**src/rtl/deq_pkg.sv**
```systemverilog
// ----------------------------------------------------------------------------
// deq_pkg
// Shared constants, request codes and result type of the deque block.
// ----------------------------------------------------------------------------
package deq_pkg;

   localparam int DEQ_DEPTH = 16;

   localparam int OP_W   = 3;
   localparam int WORD_W = 32;
   localparam int STAT_W = 2;
   localparam int POS_W  = 5;

   typedef logic [OP_W-1:0]   op_type;
   typedef logic [WORD_W-1:0] word_type;
   typedef logic [STAT_W-1:0] status_type;
   typedef logic [POS_W-1:0]  position_type;

   localparam op_type OP_PUSH_FRONT = 3'd0;
   localparam op_type OP_PUSH_BACK  = 3'd1;
   localparam op_type OP_POP_FRONT  = 3'd2;
   localparam op_type OP_POP_BACK   = 3'd3;
   localparam op_type OP_SEARCH     = 3'd4;

   localparam status_type ST_OK    = 2'd0;
   localparam status_type ST_FULL  = 2'd1;
   localparam status_type ST_EMPTY = 2'd2;
   localparam status_type ST_MISS  = 2'd3;

   typedef struct packed {
      position_type position;
      status_type   status;
   } result_type;

endpackage

```
**src/rtl/deq_mem.sv**
```systemverilog
// ----------------------------------------------------------------------------
// deq_mem
// Word storage of the ring: one write port, one read port, registered read.
// ----------------------------------------------------------------------------
module deq_mem
   import deq_pkg::*;
#(
   parameter int DEPTH = DEQ_DEPTH
) (
   input  logic                     clock,
   input  logic                     wr_en,
   input  logic [$clog2(DEPTH)-1:0] wr_addr,
   input  word_type                 wr_data,
   input  logic                     rd_en,
   input  logic [$clog2(DEPTH)-1:0] rd_addr,
   output word_type                 rd_data
);

   word_type mem [DEPTH];
   word_type rd_data_ff;

   always_ff @(posedge clock) begin
      if (wr_en) begin
         mem[wr_addr] <= wr_data;
      end
   end

   always_ff @(posedge clock) begin
      if (rd_en) begin
         rd_data_ff <= mem[rd_addr];
      end
   end

   assign rd_data = rd_data_ff;

endmodule

```
**src/rtl/deq_ctrl.sv**
```systemverilog
// ----------------------------------------------------------------------------
// deq_ctrl
// Sequencer: ring pointers, push/pop updates and the search walk over memory.
// ----------------------------------------------------------------------------
module deq_ctrl
   import deq_pkg::*;
#(
   parameter int DEPTH = DEQ_DEPTH
) (
   input  logic                     clock,
   input  logic                     reset,
   input  logic                     req_valid,
   output logic                     req_ready,
   input  op_type                   req_op,
   input  word_type                 req_value,
   output logic                     res_valid,
   input  logic                     res_ready,
   output result_type               res,
   output logic                     wr_en,
   output logic [$clog2(DEPTH)-1:0] wr_addr,
   output word_type                 wr_data,
   output logic                     rd_en,
   output logic [$clog2(DEPTH)-1:0] rd_addr,
   input  word_type                 rd_data
);

   localparam int IW = $clog2(DEPTH);
   localparam int OW = $clog2(DEPTH + 1);

   localparam logic [1:0] S_IDLE   = 2'd0;
   localparam logic [1:0] S_SEARCH = 2'd1;
   localparam logic [1:0] S_HOLD   = 2'd2;

   logic [1:0]    state_ff, state_in;
   logic [IW-1:0] front_ff, front_in;
   logic [OW-1:0] occ_ff, occ_in;
   logic [IW-1:0] ptr_ff, ptr_in;
   logic [OW-1:0] chk_ff, chk_in;
   word_type      key_ff, key_in;
   result_type    hold_ff, hold_in;

   logic          accept;
   logic          full;
   logic          empty;
   logic [IW-1:0] front_inc;
   logic [IW-1:0] front_dec;
   logic [IW-1:0] ptr_inc;
   logic [IW:0]   back_sum;
   logic [IW-1:0] back_addr;
   logic [OW-1:0] chk_inc;
   logic          hit;
   logic          last;

   assign full  = (occ_ff == OW'(DEPTH));
   assign empty = (occ_ff == '0);

   // ring index arithmetic, wrap by compare
   assign front_inc = (front_ff == IW'(DEPTH - 1)) ? '0 : front_ff + 1'b1;
   assign front_dec = (front_ff == '0) ? IW'(DEPTH - 1) : front_ff - 1'b1;
   assign ptr_inc   = (ptr_ff == IW'(DEPTH - 1)) ? '0 : ptr_ff + 1'b1;
   assign back_sum  = {1'b0, front_ff} + (IW+1)'(occ_ff);
   assign back_addr = (back_sum >= (IW+1)'(DEPTH)) ?
                      IW'(back_sum - (IW+1)'(DEPTH)) : IW'(back_sum);

   assign chk_inc = chk_ff + 1'b1;
   assign hit     = (rd_data == key_ff);
   assign last    = (chk_inc == occ_ff);

   assign req_ready = (state_ff == S_IDLE);
   assign accept    = req_valid && req_ready;

   always_comb begin
      state_in  = state_ff;
      front_in  = front_ff;
      occ_in    = occ_ff;
      ptr_in    = ptr_ff;
      chk_in    = chk_ff;
      key_in    = key_ff;
      hold_in   = hold_ff;
      res_valid = 1'b0;
      res       = '{position: '0, status: ST_OK};
      wr_en     = 1'b0;
      wr_addr   = front_ff;
      wr_data   = req_value;
      rd_en     = 1'b0;
      rd_addr   = front_ff;

      unique case (state_ff)
         S_IDLE: begin
            if (accept) begin
               res_valid = 1'b1;
               case (req_op)
                  OP_PUSH_FRONT: begin
                     if (full) begin
                        res.status = ST_FULL;
                     end else begin
                        front_in = front_dec;
                        wr_en    = 1'b1;
                        wr_addr  = front_dec;
                        occ_in   = occ_ff + 1'b1;
                     end
                  end
                  OP_PUSH_BACK: begin
                     if (full) begin
                        res.status = ST_FULL;
                     end else begin
                        wr_en   = 1'b1;
                        wr_addr = back_addr;
                        occ_in  = occ_ff + 1'b1;
                     end
                  end
                  OP_POP_FRONT: begin
                     if (empty) begin
                        res.status = ST_EMPTY;
                     end else begin
                        front_in = front_inc;
                        occ_in   = occ_ff - 1'b1;
                     end
                  end
                  OP_POP_BACK: begin
                     if (empty) begin
                        res.status = ST_EMPTY;
                     end else begin
                        occ_in = occ_ff - 1'b1;
                     end
                  end
                  OP_SEARCH: begin
                     if (empty) begin
                        res.status = ST_EMPTY;
                     end else begin
                        // start the walk: first read at the front slot
                        res_valid = 1'b0;
                        rd_en     = 1'b1;
                        rd_addr   = front_ff;
                        ptr_in    = front_inc;
                        chk_in    = '0;
                        key_in    = req_value;
                        state_in  = S_SEARCH;
                     end
                  end
                  default: begin
                  end
               endcase
               if (res_valid && !res_ready) begin
                  hold_in  = res;
                  state_in = S_HOLD;
               end
            end
         end
         S_SEARCH: begin
            // compare returned word, fetch the next one in the same cycle
            // unless the walk ends here
            rd_en   = !(hit || last);
            rd_addr = ptr_ff;
            ptr_in  = ptr_inc;
            chk_in  = chk_inc;
            if (hit || last) begin
               res_valid    = 1'b1;
               res.status   = hit ? ST_OK : ST_MISS;
               res.position = hit ? POS_W'(chk_inc) : '0;
               hold_in      = res;
               state_in     = res_ready ? S_IDLE : S_HOLD;
            end
         end
         S_HOLD: begin
            res_valid = 1'b1;
            res       = hold_ff;
            if (res_ready) begin
               state_in = S_IDLE;
            end
         end
         default: begin
            state_in = S_IDLE;
         end
      endcase
   end

   always_ff @(posedge clock) begin
      if (reset) begin
         state_ff <= S_IDLE;
         front_ff <= '0;
         occ_ff   <= '0;
      end else begin
         state_ff <= state_in;
         front_ff <= front_in;
         occ_ff   <= occ_in;
      end
   end

   always_ff @(posedge clock) begin
      ptr_ff  <= ptr_in;
      chk_ff  <= chk_in;
      key_ff  <= key_in;
      hold_ff <= hold_in;
   end

   a_occ_bound: assert property (@(posedge clock) disable iff (reset)
      occ_ff <= OW'(DEPTH))
      else $error("occupancy beyond depth");

   a_search_nonempty: assert property (@(posedge clock) disable iff (reset)
      state_ff == S_SEARCH |-> (occ_ff != '0) && (chk_ff < occ_ff))
      else $error("search walk outside occupied entries");

   a_push_grows: assert property (@(posedge clock) disable iff (reset)
      accept && !full && (req_op == OP_PUSH_FRONT || req_op == OP_PUSH_BACK)
      |=> occ_ff == $past(occ_ff) + 1'b1)
      else $error("push did not add an entry");

   a_search_holds_ring: assert property (@(posedge clock) disable iff (reset)
      state_ff == S_SEARCH |=> $stable(front_ff) && $stable(occ_ff))
      else $error("ring changed during search");

endmodule

```
**src/rtl/deque_with_search_core.sv**
```systemverilog
// ----------------------------------------------------------------------------
// deque_with_search_core
// Bounded double-ended queue of 32-bit words with a linear search.
// ----------------------------------------------------------------------------
// Each request pushes at the front or back, pops from the front or back, or
// searches for a word, and yields exactly one response (status, position).
// The words live in a ring of DEPTH entries in a single-port-write, registered
// read memory. Pushes and pops finish in the cycle they are accepted; the
// response is registered, and the next request is taken right away even while
// that response waits; the next one then waits in the sequencer, which takes
// no request meanwhile. A search walks the stored words from the front, one
// memory read and one compare per cycle, and takes no request until its
// response is passed on. Only occupied entries are ever read, so the memory
// needs no clearing after reset. Position counts from 1 at the front and is
// kept to its 5-bit field; popped words are simply dropped.
// ----------------------------------------------------------------------------
module deque_with_search_core
   import deq_pkg::*;
#(
   parameter int DEPTH = DEQ_DEPTH
) (
   input  logic        clock,
   input  logic        reset,
   input  logic        req_tvalid,
   output logic        req_tready,
   input  logic [39:0] req_tdata,  // [2:0] operation, [34:3] value, [39:35] zero
   output logic        rsp_tvalid,
   input  logic        rsp_tready,
   output logic [7:0]  rsp_tdata   // [1:0] status, [6:2] position, [7] zero
);

   localparam int IW = $clog2(DEPTH);

   logic          wr_en;
   logic [IW-1:0] wr_addr;
   word_type      wr_data;
   logic          rd_en;
   logic [IW-1:0] rd_addr;
   word_type      rd_data;

   logic          res_valid;
   logic          res_ready;
   result_type    res;

   logic          rsp_valid_ff, rsp_valid_in;
   result_type    rsp_data_ff, rsp_data_in;

   deq_mem #(
      .DEPTH (DEPTH)
   ) u_mem (
      .clock   (clock),
      .wr_en   (wr_en),
      .wr_addr (wr_addr),
      .wr_data (wr_data),
      .rd_en   (rd_en),
      .rd_addr (rd_addr),
      .rd_data (rd_data)
   );

   deq_ctrl #(
      .DEPTH (DEPTH)
   ) u_ctrl (
      .clock     (clock),
      .reset     (reset),
      .req_valid (req_tvalid),
      .req_ready (req_tready),
      .req_op    (req_tdata[2:0]),
      .req_value (req_tdata[34:3]),
      .res_valid (res_valid),
      .res_ready (res_ready),
      .res       (res),
      .wr_en     (wr_en),
      .wr_addr   (wr_addr),
      .wr_data   (wr_data),
      .rd_en     (rd_en),
      .rd_addr   (rd_addr),
      .rd_data   (rd_data)
   );

   // response register: free when empty or being drained this cycle
   assign res_ready = !rsp_valid_ff || rsp_tready;

   always_comb begin
      rsp_valid_in = rsp_valid_ff;
      rsp_data_in  = rsp_data_ff;
      if (res_ready) begin
         rsp_valid_in = res_valid;
         if (res_valid) begin
            rsp_data_in = res;
         end
      end
   end

   always_ff @(posedge clock) begin
      if (reset) begin
         rsp_valid_ff <= 1'b0;
      end else begin
         rsp_valid_ff <= rsp_valid_in;
      end
   end

   always_ff @(posedge clock) begin
      rsp_data_ff <= rsp_data_in;
   end

   assign rsp_tvalid = rsp_valid_ff;
   assign rsp_tdata  = {1'b0, rsp_data_ff.position, rsp_data_ff.status};

endmodule

```
**config.mk**
```make
export PLATFORM = sky130hd
export DESIGN_NAME = deque_with_search_core
export DESIGN_NICKNAME = d
export VERILOG_FILES = /design/src/rtl/deq_pkg.sv /design/src/rtl/deq_mem.sv /design/src/rtl/deq_ctrl.sv /design/src/rtl/deque_with_search_core.sv
export SDC_FILE = /design/constraint.sdc
export NUM_CORES = 1
export LEC_CHECK = 0
export BUFFER_PORTS_ARGS = -buffer_cell sky130_fd_sc_hd__buf_2
export CAP_MARGIN = 10
export CORE_MARGIN = 2
export CORE_UTILIZATION = 42
export CTS_CLUSTER_DIAMETER = 100
export DETAILED_ROUTE_END_ITERATION = 8
export PLACE_DENSITY = 0.59
export SETUP_SLACK_MARGIN = 0.5
export SYNTH_ARGS = -nofsm -noshare
export SYNTH_HDL_FRONTEND = slang
export SYNTH_SLANG_ARGS = --single-unit
```
**constraint.sdc**
```tcl
create_clock -name clock -period 6 [get_ports clock]
set_clock_uncertainty 0.15 [all_clocks]
set_input_delay 0.6 -clock clock [delete_from_list [all_inputs] [get_ports clock]]
set_output_delay 0.6 -clock clock [all_outputs]
set_load 0.05 [all_outputs]
```
==> metrics.md, run 1 <==
| Metric | Value |
|---|---|
| Hold buffer count at cts | `0` |
| Final HPWL DP | `27.6 mm` |
| Fillers | `4695` |
| Total Wirelength | `52.0 mm` |
| Final setup viols | `0` |
| Reg area | `18200 sq um` |
| Ordered cell list for the critical path | `inv_1, ha_1, a21oi_1, a21oi_1, o41ai_2, nand3_1, nor2_4, buf_4` |
| CTS H-Tree Depth | `3` |
| PD cells | `353 nW/um^2` |
| Initial Utilization | `0.422` |
| DIE HEIGHT | `244 um` |
| First-pass GRT wire length | `77.8 mm` |
| DRC | `0` |
| Clock Sink Count | `611` |
| Worst-margin pin slew | `1.24 ns` |
| Worst skew pair latency | `0.58 ns` |
| Final Max Slew Viols | `0` |
| Remaining Overflow, GRT | `0` |
| Final Worst Setup Slack | `2.09 ns` |
| Yosys warns | `0` |
| Post-DRT Antenna Nets | `0` |
| Worst vdd ir | `0.213 mV` |
| Max_cap viols | `0` |
| Fraction of registers with async set/reset | `0` |
| Tcrit/Tclk final | `0.652` |
| Mapped Area | `24200 sq um` |
| Req. time, crit path | `6.13 ns` |
| 1st-iter DRT viols | `1103` |
| Place WS | `1.82 ns` |
| CP max-delay cell | `nor2_4` |
| Worst setup EP type | `flip-flop` |
| Max clock buf depth | `3` |
| Site row count | `88` |
| Max incr delay on CP | `0.99 ns` |
| Data arrival, critical path | `4.04 ns` |
| Core region area | `57400 sq um` |
| Setup Fix Bufs, Post-CTS | `0` |
| Clock transition at path regs | `0.05 ns` |
| Total Routing Usage GR | `0.177` |
| # IOs | `54` |
| GPL Wtd Cong | `0.738` |
| NumNets Final | `1389` |
| CTS buffer count | `67` |
| Kind of critical path | `flip-flop to flip-flop` |
| Setup TNS | `0 ns` |
| Core Util, Final | `0.483` |
| Leakage | `9.02 nW` |
| Register area share after synthesis | `0.753` |
| 1st-pass router iterations | `5` |
| Vias | `11900` |
| Crit-path max FO | `25` |
| Hold Vio Cnt, Final | `0` |
| Area occupied by multi-input gates | `5790 sq um` |
| Cell mode on critical path | `a21oi_1` |
| Post-route cell area | `27700 sq um` |
| CTS tree | `built` |
| Ant diodes | `0` |
| Area after DPL | `25600 sq um` |
| P&R area growth vs syn | `14.4%` |
| Post-layout minimum cycle time | `3.91 ns` |
| Power, Total | `9.77 mW` |
| RSZ-0062 raised after global routing | `no` |
| Largest net degree at the start of global routing | `65` |
| Die area | `59600 sq um` |
| Post-CTS sizing | `0` |
| Hold Path Class | `primary input to flip-flop` |
| Yosys cell types | `59` |
| DR WL/cell | `24.3 um` |
| Syn nets | `1294` |
| Die W | `244 um` |
| PortBufs | `47` |
| Yosys reg bits | `611` |
| Top_reg_cell synth | `edfxtp_1` |
| Root Buffer | `clkbuf_16` |
| Syn_area_per_cell | `19.6 sq um` |
| Worst setup SP type | `flip-flop` |
| Share of layout cells above drive strength 1 | `0.244` |
| Initial antenna violation count | `1` |
| Worst slew margin | `0.175` |
| Status | `completed` |
| Post-synth EDFFs | `599` |
| FMAX | `256 MHz` |
| Vias in the first global route | `12200` |
| Synth Instances | `1234` |
| Vias/cell | `5.55` |
-- flip-flops by register name, indices dropped and copies added (netlist names), 5 cells and up --
register / cells
rsp_tdata: 7
u_ctrl.chk_ff: 5
u_ctrl.hold_ff: 7
u_ctrl.key_ff: 32
u_ctrl.occ_ff: 5
u_mem.mem: 512
u_mem.rd_data: 32
-- where the power goes --
| part | switching [mW] | internal, mW | leakage, nW |
|---|---|---|---|
| clock | 1.65 | 2.31 | 1.02 |
| sequential | 0.0375 | 4.80 | 5.50 |
| combinational | 0.578 | 0.400 | 2.50 |
-- final timing paths --
| path | start | end | slack (ns) | depth (start not counted) |
|---|---|---|---|---|
| setup / recovery | u_ctrl.front_ff[1]$_SDFFE_PP0P_ | u_mem.mem[3][20]$_DFFE_PP_ | 2.09 | 8 |
| hold / removal | reset | u_ctrl.occ_ff[3]$_SDFFE_PP0P_ | 0.22 | 2 |
| setup reg to reg | u_ctrl.front_ff[1]$_SDFFE_PP0P_ | u_mem.mem[3][20]$_DFFE_PP_ | 2.09 | 8 |
| hold reg to reg | u_ctrl.state_ff[0]$_SDFFE_PP0P_ | u_ctrl.state_ff[0]$_SDFFE_PP0P_ | 0.37 | 2 |
-- cell type report --
type | instances | area share
flip-flops and latches | 611 | 0.658
multi-input cells | 551 | 0.209
clock buffers | 81 | 0.0632
well taps | 765 | 0.0346
repair buffers | 84 | 0.0210
clock inverters | 34 | 0.0124
inverters | 14 | 0.00190
-- worst max-delay path: cells and delay by family, from the launching register on --
family	cells	cell delay (ns)
AND/OR/NAND/NOR	2	1.29
AO/OA/AOI/OAI	3	0.67
flip-flops	1	0.60
buffers and inverters	2	0.50
adder cells (fa/ha/maj)	1	0.37
-- cell usage after synthesis, types with 3 or more instances --
library cell / n / share of area
o21ai_0: 15 / 0.0031
nor3_1: 10 / 0.0021
and2_1: 38 / 0.0098
buf_4: 6 / 0.0019
mux2i_1: 7 / 0.0029
nand2b_1: 8 / 0.0021
nand4_1: 4 / 0.0010
a211oi_1: 34 / 0.011
nand3_1: 10 / 0.0021
dfxtp_1: 12 / 0.0099
ha_1: 14 / 0.0072
buf_6: 9 / 0.0042
inv_1: 14 / 0.0022
xor2_1: 39 / 0.014
xnor2_1: 9 / 0.0033
a21oi_1: 20 / 0.0041
a31oi_1: 38 / 0.0098
mux4_2: 128 / 0.12
nor2b_1: 3 / 0.00078
buf_2: 12 / 0.0025
clkbuf_1: 29 / 0.0045
nor4_1: 9 / 0.0023
o21a_1: 4 / 0.0012
edfxtp_1: 599 / 0.74
a21o_1: 5 / 0.0016
nand2_1: 88 / 0.014
nor2_1: 26 / 0.0040
-- per-layer routing --
layer | GRT usage | vias to the layer above | wire [um] | part of all wire
li1 | - | 5226 | - | -
met1 | 0.248 | 6250 | 23000 | 0.44
met2 | 0.285 | 308 | 25000 | 0.48
met3 | 0.0304 | 81 | 2810 | 0.054
met4 | 0.0592 | 2 | 1200 | 0.023
met5 | 0 | - | 13 | 0.00025
-- placed cells by master, fill, tap and decap left out, types with 4 or more instances in the layout --
cell / instances
a211oi_1: 34
nor2_4: 7
nor4_1: 8
edfxtp_1: 599
inv_1: 14
mux2i_4: 4
buf_12: 4
xnor2_1: 9
ha_1: 14
nor2_1: 19
nor3_2: 8
and2_1: 38
buf_2: 47
clkbuf_1: 13
o21ai_0: 15
inv_6: 4
a21o_1: 5
a21oi_1: 20
mux4_2: 128
o21a_1: 4
dfxtp_1: 12
a31oi_1: 38
xor2_1: 39
nand2b_1: 8
clkinv_2: 8
clkinv_1: 11
nand3_1: 10
buf_4: 30
nand2_1: 88
clkbuf_16: 68
nand4_1: 4
bufinv_16: 5
-- cells by family (layout without fill, tap and decap cells) --
group / after synthesis / in the layout / synth area share
compound gates: 139 / 139 / 0.0392
xor+xnor: 48 / 48 / 0.0174
fa+ha+maj: 16 / 16 / 0.00889
buf+inv: 72 / 213 / 0.0155
flops: 611 / 611 / 0.753
mux: 138 / 138 / 0.123
other cells: 1 / 1 / 0.000155
simple gates: 209 / 209 / 0.0428
-- per-stage QoR --
step | hold WS [ns] | std cells
finish | 0.221 | 2140
global route | 0.213 | 2140
CTS | 0.185 | 2138
detailed placement | 0.370 | 2023
global placement | 0.360 | 2022
floorplan | 0.332 | 1234
Note: power is estimated with default switching activity, not from simulation.
==> inputs of run 2 (changes only) <==
==> constraint.sdc (replaced) <==
create_clock -name clock -period 3.7 [get_ports clock]
set_clock_uncertainty 0.15 [all_clocks]
set_input_delay 0.37 -clock clock [delete_from_list [all_inputs] [get_ports clock]]
set_output_delay 0.37 -clock clock [all_outputs]
set_load 0.05 [all_outputs]
==> run 2 against run 1 <==
Count of clock-buffer cells in the layout up 1; worst setup slack worse by 1.5 ns; critical path type unchanged; largest power group unchanged; fmax up 24%.
==> metrics.md, run 2 (synthesis gave the netlist of run 1 again) <==
| Metric | Value |
|---|---|
| RSZ-0062 raised after global routing | `yes` |
| Final HPWL DP | `28.4 mm (+2.8%)` |
| Ordered cell list for the critical path | `ha_1, nand3_1, xnor2_1, xnor2_1, nor4_2, o21ai_0, a31oi_1, dlygate4sd3_1` |
| Max incr delay on CP | `0.66 ns (-0.33 ns)` |
| GPL Wtd Cong | `0.765 (+3.7%)` |
| Commonest non-fill, non-tap cell in the layout | `edfxtp_1` |
| DIE HEIGHT | `244 um (unchanged)` |
| Kind of critical path | `flip-flop to flip-flop` |
| Power, Total | `15.4 mW (+57%)` |
| Hold Path Class | `primary input to flip-flop` |
| Commonest cells after routing, fill and taps aside | `599 x edfxtp_1, 128 x mux4_2, 84 x nand2_1, 61 x clkbuf_16, 47 x buf_2` |
| Clock Sink Count | `611 (unchanged)` |
| Crit-path max FO | `5 (-80%)` |
| Worst Reg-to-Reg Cells | `8 (unchanged)` |
| Post-DRT Antenna Nets | `0 (unchanged)` |
| Worst-margin pin slew | `0.786 ns (-0.449 ns)` |
| Total Routing Usage GR | `0.182 (+0.00413)` |
| Final setup viols | `0 (unchanged)` |
| DR WL/cell | `24.3 um (about the same)` |
| PD cells | `541 nW/um^2 (+53%)` |
| Max clock buf depth | `3 (unchanged)` |
| Share of layout cells above drive strength 1 | `0.258 (+0.0137)` |
| Hold_sp | `req_tdata[2]` |
| Root Buffer | `clkbuf_16` |
| Vias | `12100 (+1.9%)` |
| CTS buffer count | `60 (-10%)` |
| Final Max Slew Viols | `0 (unchanged)` |
| Die W | `244 um (unchanged)` |
| Worst slew margin | `0.471 (+0.296)` |
| FMAX | `317 MHz (+24%)` |
| Fillers | `4658 (-0.79%)` |
| Max reg flops | `512 (unchanged)` |
| Post-layout minimum cycle time | `3.16 ns (-0.757 ns)` |
| Reg2reg start | `u_ctrl.chk_ff[0]$_SDFFCE_PN0P_` |
| Req. time, crit path | `4.12 ns (-2.01 ns)` |
| 1st-pass router iterations | `5 (unchanged)` |
| Cell mode on critical path | `xnor2_1` |
| NumNets Final | `1435 (+3.3%)` |
| Site row count | `88 (unchanged)` |
| Leakage | `9.26 nW (+2.7%)` |
| Data arrival, critical path | `3.57 ns (-0.47 ns)` |
| Worst vdd ir | `0.410 mV (+93%)` |
| Register with the highest flop count | `u_mem.mem` |
| Vias in the first global route | `12600 (+3.1%)` |
| Initial antenna violation count | `1 (unchanged)` |
| CTS tree | `built` |
| Worst Path Buf+Inv | `1 (-1)` |
| CP startpoint | `u_ctrl.chk_ff[0]$_SDFFCE_PN0P_` |
| P&R area growth vs syn | `17.2%` |
| Worst setup SP type | `flip-flop` |
| CP max-delay cell | `nor4_2` |
| PortBufs | `47 (unchanged)` |
| DRC | `0 (unchanged)` |
| Worst hold stages | `2 (unchanged)` |
| Worst skew pair latency | `0.62 ns (+0.04 ns)` |
| CTS H-Tree Depth | `2 (-1)` |
| Clock transition at path regs | `0.06 ns (about the same)` |
| Initial Utilization | `0.422 (unchanged)` |
| First-pass GRT wire length | `80.4 mm (+3.4%)` |
| Levels on crit path | `8 (unchanged)` |
| # IOs | `54 (unchanged)` |
| Vias/cell | `5.52 (-0.49%)` |
| Worst Hold Margin | `0.0471 ns (-0.174 ns)` |
| Worst setup EP type | `flip-flop` |
| Hold Vio Cnt, Final | `0 (unchanged)` |
| Status | `completed` |
| Max_cap viols | `0 (unchanged)` |
| Largest net degree at the start of global routing | `45 (-31%)` |
| Core region area | `57400 sq um (unchanged)` |
| Crit path max-delay family | `simple AND/OR/NAND/NOR gates` |
| Tcrit/Tclk final | `0.853 (+0.201)` |
| Remaining Overflow, GRT | `0 (unchanged)` |
| Setup TNS | `0 ns (unchanged)` |
| Die area | `59600 sq um (unchanged)` |
| 1st-iter DRT viols | `982 (-11%)` |
| Total Wirelength | `53.3 mm (+2.5%)` |
run 2: cell count changes in the layout (fill, tap and decap cells not counted), sizes merged, moves of 2 or more:
cell	previous run	this run
dlygate4sd3	0	35
inv	19	17
clkbuf	81	84
clkinv	22	24
buf	84	100
bufinv	5	3
run 2: worst paths after layout:
check / end / slack [ns]
worst max-delay path: rsp_tvalid$_SDFFE_PP0P_ / 0.54
worst min-delay path: u_ctrl.hold_ff[0]$_DFFE_PP_ / 0.05
worst max register to register: rsp_tvalid$_SDFFE_PP0P_ / 0.54
worst min register to register: u_ctrl.state_ff[0]$_SDFFE_PP0P_ / 0.36
run 2: layout make-up:
cell class	count	area (sq um)	area share
repair buffers	137	1330	0.0468
inverters	14	52.6	0.00185
well taps	765	957	0.0337
clock buffers	82	1580	0.0558
clock inverters	31	255	0.00899
multi-input cells	551	5970	0.210
flip-flops and latches	611	18200	0.643
diodes	1	2.50	0.0000881
run 2: repair_timing:
action / in CTS / in global routing
hold endpoints to repair: 538 / 0
setup endpoints to repair: 49 / 245
pin swaps: 0 / 2
resized for setup: 6 / 6
cloned: 0 / 1
buffers inserted: 0 / 1
hold buffers: 35 / 0
run 2: where the power goes:
group	switching [mW]	total (mW)	leakage [nW]	internal (mW)
sequential	0.0575	7.85	5.51	7.79
combinational	1.01	1.78	2.86	0.769
clock	2.53	5.74	0.896	3.22
run 2: worst reg2reg max path: stages (launching register included):
cell	delay, ns
edfxtp_1	0.49
ha_1	0.24
nand3_1	0.10
xnor2_1	0.37
xnor2_1	0.13
nor4_2	0.66
o21ai_0	0.21
a31oi_1	0.20
dlygate4sd3_1	0.56
run 2: per-stage QoR:
stage	setup slack [ns]	cells	util	area [sq um]
global route	0.387	2192	0.495	28400
global placement	0.503	2040	0.455	26100
detailed placement	0.479	2040	0.455	26100
finish	0.544	2192	0.495	28400
CTS	0.553	2188	0.493	28300
floorplan	0.441	1234	-	24500
run 2: layer usage:
layer | vias up | track usage | routed length [um]
met5 | - | 0 | 0
met4 | 0 | 0.0497 | 1060
met3 | 68 | 0.0302 | 2380
met2 | 271 | 0.298 | 26000
met1 | 6442 | 0.253 | 23900
li1 | 5315 | - | -
